[config.mk]
export PLATFORM = sky130hd
export DESIGN_NAME = tlpr_mixer
export DESIGN_NICKNAME = d
export VERILOG_FILES = /design/src/hdl/tlpr_pkg.sv /design/src/hdl/tlpr_mixer.sv
export SDC_FILE = /design/constraint.sdc
export NUM_CORES = 2
export LEC_CHECK = 0
export BUFFER_PORTS_ARGS = -buffer_cell sky130_fd_sc_hd__buf_4
export CORE_MARGIN = 5
export CORE_UTILIZATION = 28
export CTS_CLUSTER_DIAMETER = 100
export DETAILED_ROUTE_END_ITERATION = 16
export GPL_TIMING_DRIVEN = 0
export SETUP_SLACK_MARGIN = 0.5
export SLEW_MARGIN = 20
export SYNTH_ARGS = -nofsm -noshare
export SYNTH_HDL_FRONTEND = slang
export SYNTH_SLANG_ARGS = --single-unit
[constraint.sdc]
create_clock -name clk -period 10.15 [get_ports clk]
set_clock_uncertainty 0.1 [all_clocks]
set_input_delay 1.5225 -clock clk [delete_from_list [all_inputs] [get_ports clk]]
set_output_delay 1.5225 -clock clk [all_outputs]
set_load 0.1 [all_outputs]
[src/hdl/tlpr_pkg.sv]
// Package: shared types, constants and mix helpers for the token ledger.
package tlpr_pkg;

	localparam int unsigned CAPACITY_DEF   = 4096;
	localparam int unsigned PROMPT_MAX_DEF = 65535;

	localparam logic [63:0] SEED  = 64'hCBF29CE484222325;
	localparam logic [63:0] MIX_A = 64'hBF58476D1CE4E5B9;
	localparam logic [63:0] MIX_B = 64'h94D049BB133111EB;
	localparam logic [63:0] GOLD  = 64'h9E3779B97F4A7C15;

	typedef enum logic [2:0] {
		MODE_APPEND     = 3'd0,
		MODE_TRUNC_TO   = 3'd1,
		MODE_TRUNC_LAST = 3'd2,
		MODE_CLEAR      = 3'd3,
		MODE_FP         = 3'd4,
		MODE_PTOKEN     = 3'd5,
		MODE_PEND       = 3'd6,
		MODE_NONE       = 3'd7
	} mode_t;

	typedef enum logic [1:0] {
		ST_OK   = 2'd0,
		ST_FULL = 2'd1,
		ST_SAT  = 2'd2
	} status_t;

	typedef enum logic [1:0] {
		DEC_EXTEND  = 2'd0,
		DEC_RESTORE = 2'd1,
		DEC_RESET   = 2'd2
	} decision_t;

	typedef enum logic [2:0] {
		S_IDLE,
		S_READ,
		S_MIX1,
		S_MIX2,
		S_MIX3,
		S_MIX4,
		S_WRITE,
		S_DONE
	} state_t;

	function automatic logic [63:0] shxor(input logic [63:0] z, input int unsigned s);
		shxor = z ^ (z >> s);
	endfunction

endpackage

[src/hdl/tlpr_mixer.sv]
// Multi-cycle splitmix64 finalizer: each 64-bit product built from 32x32 partial products.
module tlpr_mixer import tlpr_pkg::*; (
	input  logic        clk,
	input  logic        arst_n,
	input  logic        go,
	input  logic [63:0] din,
	output logic        done,
	output logic [63:0] dout
);
	logic [2:0]  step_q;
	logic        busy_q;
	logic [63:0] z_q;
	logic [63:0] plo_q;
	logic [31:0] pmid_q;
	logic [63:0] cst;
	logic [63:0] psum;

	always_ff @(posedge clk or negedge arst_n) begin
		if (!arst_n) begin
			busy_q <= 1'b0;
			step_q <= 3'd0;
		end else if (go) begin
			busy_q <= 1'b1;
			step_q <= 3'd0;
		end else if (busy_q) begin
			step_q <= step_q + 3'd1;
			if (step_q == 3'd4) busy_q <= 1'b0;
		end
	end

	assign cst  = (step_q == 3'd0) ? MIX_A : MIX_B;
	assign psum = plo_q + {pmid_q, 32'd0};

	always_ff @(posedge clk) begin
		if (go) begin
			z_q <= shxor(din, 30);
		end else if (busy_q) begin
			unique case (step_q)
				3'd0, 3'd2: begin
					plo_q  <= z_q[31:0] * cst[31:0];
					pmid_q <= z_q[63:32] * cst[31:0] + z_q[31:0] * cst[63:32];
				end
				3'd1:    z_q <= shxor(psum, 27);
				3'd3:    z_q <= shxor(psum, 31);
				default: z_q <= z_q;
			endcase
		end
	end

	assign done = busy_q && (step_q == 3'd4);
	assign dout = z_q;
endmodule

## After elaboration in Yosys (flattened, before gate mapping)

Cells that the tools add are included.

| word-level totals | value |
|---|---|
| register bits | 164 |
| latch bits | 0 |
| memory bits (writable) | 0 |
| bits in read-only memories | 0 |
| input port bits | 67 |
| output and inout port bits | 65 |
| memories | 0 |

| operators by class | value |
|---|---|
| $add $sub $neg | 3 |
| multiply operators | 3 |
| div/mod/pow operators | 0 |
| magnitude comparators | 0 |
| equality and inequality tests | 4 |
| shift-type cells | 0 |
| mux-type cells | 9 |
| bitwise logic cells | 4 |
| reductions and logical operators | 7 |

Operator list:

| operator | number |
|---|---|
| 64-bit two-way mux | 2 |
| 64-bit case mux with 2 select lines | 1 |
| 64-bit adder | 1 |
| 32-bit by 32-bit multiplier with 32-bit output | 2 |
| 32-bit by 32-bit multiplier with 64-bit output | 1 |
| 64-bit by 33-bit bitwise XOR with 64-bit output | 1 |
| 64-bit by 34-bit bitwise XOR with 64-bit output | 1 |
| 64-bit by 37-bit bitwise XOR with 64-bit output | 1 |
| 62-bit two-way mux | 1 |
| 32-bit adder | 1 |
| 3-bit by 2-bit equality test with 1-bit output, second input constant | 2 |
| 3-bit two-way mux | 2 |
| 3-bit by 1-bit adder with 3-bit output, second input constant | 1 |
| 3-bit by 1-bit equality test with 1-bit output, second input constant | 1 |
| 3-bit equality test, second input constant | 1 |
| 3-bit zero test | 1 |
| 1-bit two-way mux | 3 |
| 3-bit AND reduction | 1 |
| 3-bit nonzero test | 1 |
| 2-bit AND reduction | 1 |
| 2-bit nonzero test | 1 |
| 2-bit OR reduction | 1 |
| 1-bit logical AND | 1 |
| 1-bit NOT | 1 |

## Depth between registers and ports, before layout

| logic depth | value |
|---|---|
| depth after elaboration | 5 |
| depth in mapped cells | 38 |
| depth with buffers taken out | 35 |

## Worst setup path before layout

OpenSTA, ideal clock, no wires.

| path | value |
|---|---|
| kind | in2reg |
| start point | input go |
| end point | register plo_q[0] (enable) |
| setup time | 786 ps |
| arrival time | 11073 ps |
| data required time | 9264 ps |
| path slack | -1810 ps |
| stages | 3 |
| cells stage by stage | clkbuf_1 > clkbuf_1 > nor4_1 |

| on the way | value |
|---|---|
| cells in the longest elaborated chain, start to end | 2 |

Ends and longest elaborated chain:

| item | line | text |
|---|---|---|
| from (decl) | tlpr_mixer.sv:5 | `input logic go,` |
| 1-bit NOT (no source line) | - |  |
| 3-bit AND reduction (no source line) | - |  |
| to (signal assigned) | tlpr_mixer.sv:40 | `plo_q <= z_q[31:0] * cst[31:0];` |
| to (decl) | tlpr_mixer.sv:13 | `logic [63:0] plo_q;` |

Every way passes these cells.
A chain may end at the register's enable or synchronous reset.

## Final worst setup path

| path | value |
|---|---|
| start point | register step_q[1] |
| end point | register pmid_q[31] (data pin) |

| on the way | value |
|---|---|
| cells in the longest elaborated chain, start to end | 4 |
| elaborated cells between the ends (all ways) | 5 |
| those cells by class | 1 x add/sub; 2 x mul; 1 x mux; 1 x reduce/logical |

Ends and longest elaborated chain:

| item | line | text |
|---|---|---|
| from (decl) | tlpr_mixer.sv:10 | `logic [2:0] step_q;` |
| from (signal assigned) | tlpr_mixer.sv:26 | `step_q <= step_q + 3'd1;` |
| 3-bit zero test (*) | tlpr_mixer.sv:31 | `assign cst = (step_q == 3'd0) ? MIX_A : MIX_B;` |
| 62-bit two-way mux (*) | tlpr_mixer.sv:31 |  |
| 32-bit by 32-bit multiplier with 32-bit output | tlpr_mixer.sv:41 | `pmid_q <= z_q[63:32] * cst[31:0] + z_q[31:0] * cst[63:32];` |
| 32-bit adder (*) | tlpr_mixer.sv:41 |  |
| to (signal assigned) | tlpr_mixer.sv:41 |  |
| to (decl) | tlpr_mixer.sv:14 | `logic [31:0] pmid_q;` |

Every way passes the cells marked *; elsewhere a longest branch is shown, timed or not.

==> flow_summary.json <==
{
  "cts_max_path_buffers": 2,
  "achievable-frequency_ghz": 0.105,
  "timing.final.setup_violations": 0,
  "clk_transition_reported_paths_ps": 80,
  "design.core.area_um2": 197000,
  "maximum_number_of_pins_on_one_net_before_global_route_repair": 20,
  "synth-async-reset-ratio_pct": 2.44,
  "final_layout_size_suffix_gt1_share_pct": 8.51,
  "path_class": "flip-flop to flip-flop",
  "routed.top_layer": "met4",
  "final.hold.worst_slack_ps": 540,
  "number_of_drc_markers_after_the_initial_detailed_route_iteration": 3585,
  "postLayoutCellArea_um2": 62600,
  "numClockSinks": 164,
  "run_status": "finished, final reports clean",
  "detailed_place_hpwl_mm": 184,
  "cts_root_buf": "sky130_fd_sc_hd__clkbuf_16",
  "final_period_util_pct": 94.1,
  "timing_max_transition_violations_final": 0,
  "first_pass_iters": 5,
  "path_common_cell": "sky130_fd_sc_hd__fa_1",
  "die_h_um": 454,
  "synth.avg_cell_area_um2": 9.98,
  "kind_of_cell_adding_the_most_delay_to_the_critical_path": "adder cells",
  "tightestPinTransition_ps": 1250,
  "timing.final.hold_violations": 0,
  "max_cap_violations": 0,
  "slowest_library_cell_on_the_worst_path": "sky130_fd_sc_hd__fa_2",
  "data_required_critical_path_ps": 10230,
  "die_area_um2": 206000,
  "num_vias": 40200,
  "postRouteAntennaNets": 0,
  "clk-insertion-delay-late_ps": 450,
  "routed_wire_length_per_instance_um": 24.8,
  "ys_types": 78,
  "globalRouteTotalUtil_pct": 20.6,
  "place.gp.congestion": 1.01,
  "detailed_place.area_um2": 60400,
  "via_count_of_the_first_global_routing_pass": 43000,
  "critPathMaxFanout": 10,
  "period_minus_slack_ps": 9550,
  "crit_arrival_ps": 9630,
  "dr_wl_met2_mm": 95.7,
  "floorplan.initialDensity_pct": 28.1,
  "synth.top_cell.area_share_pct": 44.0,
  "grt_antenna_before_repair": 4,
  "port-buffer-count": 130,
  "synth.yosys.seq_area_share_pct": 8.89,
  "cts_hold_repair.buffers": 0,
  "relSlewSlack_pct": 16.5,
  "layout_stage_area_growth_over_the_synthesis_result_pct": 13.5,
  "cts_made_buffers": 17,
  "critPathLaunchType": "flip-flop",
  "worstHoldPathType": "flip-flop to flip-flop",
  "globalRouteOverflowTotal": 0,
  "final_core_util_pct": 31.8,
  "h-tree-depth": 4,
  "grt_setup_unrepaired": "true",
  "timing.critical_path.buf_inv": 8,
  "wl_mm": 212,
  "place_ws_ps": -2730,
  "postSynth.topFlopCell": "sky130_fd_sc_hd__edfxtp_1",
  "finish.net_count": 7973,
  "synth_top_cell_by_area": "sky130_fd_sc_hd__fa_1",
  "clock_tree_from_tritoncts": "yes",
  "placement_rows": 163,
  "yosysWarningCount": 0,
  "via_per_inst": 4.71,
  "synth-edff-count": 160,
  "postSynthCellCount": 5529,
  "layout_setup_ws_ps": 595,
  "grt_first_pass_wirelength_mm": 304,
  "drt-met1-wl_mm": 85.0,
  "wl_met3_mm": 16.4,
  "count_of_boundary_i_o_pins": 132,
  "horiz_die_dim_um": 454,
  "worst_path_largest_cell_delay_ps": 670,
  "endpoint_kind": "flip-flop",
  "synth.area.top_cells": "sky130_fd_sc_hd__fa_1 44%, sky130_fd_sc_hd__ha_1 18%, sky130_fd_sc_hd__inv_1 12%, sky130_fd_sc_hd__edfxtp_1 8.7%, sky130_fd_sc_hd__xnor2_1 3.4%",
  "drt_drc_violations_left": 0,
  "syn_area_um2": 55200,
  "yosys_register_bits": 164
}
## final timing paths
check,start,endpoint,slack (ps),cells past startpoint
max in group asynchronous,arst_n,step_q[2],9070,1
worst max register to register,step_q[1],pmid_q[31],600,31
worst min register to register,plo_q[4],dout[4],540,2
worst min-delay path,plo_q[4],dout[4],540,2
min in group asynchronous,arst_n,step_q[2],760,1
worst max-delay path,step_q[1],pmid_q[31],600,31
## placed cells by master (no fill, tap or decap), types with 10 or more instances in the layout
master / instances
sky130_fd_sc_hd__edfxtp_1: 160
sky130_fd_sc_hd__clkinvlp_4: 39
sky130_fd_sc_hd__o21a_1: 14
sky130_fd_sc_hd__nand4_1: 18
sky130_fd_sc_hd__nor2_1: 164
sky130_fd_sc_hd__ha_1: 798
sky130_fd_sc_hd__clkbuf_1: 97
sky130_fd_sc_hd__o21ai_0: 124
sky130_fd_sc_hd__xor2_1: 89
sky130_fd_sc_hd__buf_4: 237
sky130_fd_sc_hd__and2_1: 13
sky130_fd_sc_hd__xnor2_1: 206
sky130_fd_sc_hd__nor2b_1: 10
sky130_fd_sc_hd__nand2_2: 22
sky130_fd_sc_hd__nor3_1: 26
sky130_fd_sc_hd__and3_1: 13
sky130_fd_sc_hd__or2_2: 12
sky130_fd_sc_hd__nand2_1: 286
sky130_fd_sc_hd__fa_1: 1207
sky130_fd_sc_hd__nand2b_1: 26
sky130_fd_sc_hd__conb_1: 66
sky130_fd_sc_hd__a21o_1: 48
sky130_fd_sc_hd__a31oi_1: 16
sky130_fd_sc_hd__a21oi_1: 126
sky130_fd_sc_hd__buf_8: 23
sky130_fd_sc_hd__o211ai_1: 12
sky130_fd_sc_hd__nand3_1: 23
sky130_fd_sc_hd__buf_16: 10
sky130_fd_sc_hd__nand2_4: 11
sky130_fd_sc_hd__a211oi_1: 16
sky130_fd_sc_hd__inv_1: 1708
sky130_fd_sc_hd__o21bai_1: 22
sky130_fd_sc_hd__clkbuf_16: 22
sky130_fd_sc_hd__mux2i_1: 19
## tightest hold or removal path: stages (launching register included)
cell                       delay [ps]
sky130_fd_sc_hd__edfxtp_1         340
sky130_fd_sc_hd__xor2_1            60
sky130_fd_sc_hd__o21ai_0          130
## registers in the layout, summed over array words and instances, names as in the netlist
name,count
plo_q,64
pmid_q,32
busy_q,1
dout,64
step_q,3
## routing by layer
metal | vias up | GRT usage (%)
li1 | 17200 | -
met1 | 20500 | 26.6
met2 | 1968 | 32.9
met3 | 477 | 3.83
met4 | 0 | 10.9
met5 | - | 0
## Yosys cell counts (all sizes together) (7+ instances only)
cell type	count
o21a	14
a31oi	21
a311oi	10
nor3	27
xor2	89
inv	1753
and3	13
nor2b	11
nand2	319
o211ai	14
a21o	49
nand3	23
nand4	18
a211o	7
edfxtp	160
fa	1212
o21bai	22
clkbuf	112
or3	8
clkinv	8
nand2b	27
ha	808
a211oi	18
and2	14
a21oi	131
nor2	176
buf	11
or2	12
o21ai	136
mux2i	19
xnor2	211
## kinds of logic after synthesis
family / Yosys count / synth area share [%]
xor gates and xnor gates: 300 / 4.76
DFF: 164 / 8.89
and+or+nand+nor: 663 / 5.21
AOI/OAI and AO/OA: 475 / 5.58
buffers and inverters: 1884 / 12.8
adders and majority gates: 2020 / 62.3
other: 2 / 0.0136
muxes: 21 / 0.386
## stage by stage
step | setup TNS (ps) | instances
after floorplan | 0 | 5593
after global placement | -166270 | 8363
after detailed placement | -113610 | 8403
after CTS | 0 | 8500
after global routing | 0 | 8539
final | 0 | 8542
## final cells by class
| type | instances | area (um2) |
|---|---|---|
| diodes | 3 | 7.51 |
| clock inverters | 15 | 183 |
| flip-flops and latches | 164 | 4910 |
| well taps | 2640 | 3300 |
| plain buffers | 123 | 654 |
| multi-input cells | 3545 | 43900 |
| inverters | 1761 | 6780 |
| repair buffers | 274 | 2480 |
| clock buffers | 17 | 425 |
| fillers | 20400 | 134000 |
## timing repair
item / in CTS / in global routing
buffers inserted: 65 / 38
cloned: 0 / 1
pin swaps: 8 / 23
endpoints found under the setup margin: 75 / 26
resized for setup: 131 / 90
Power is not shown: default switching activity piles up to over one toggle a cycle in this logic, so the estimate is an artifact.
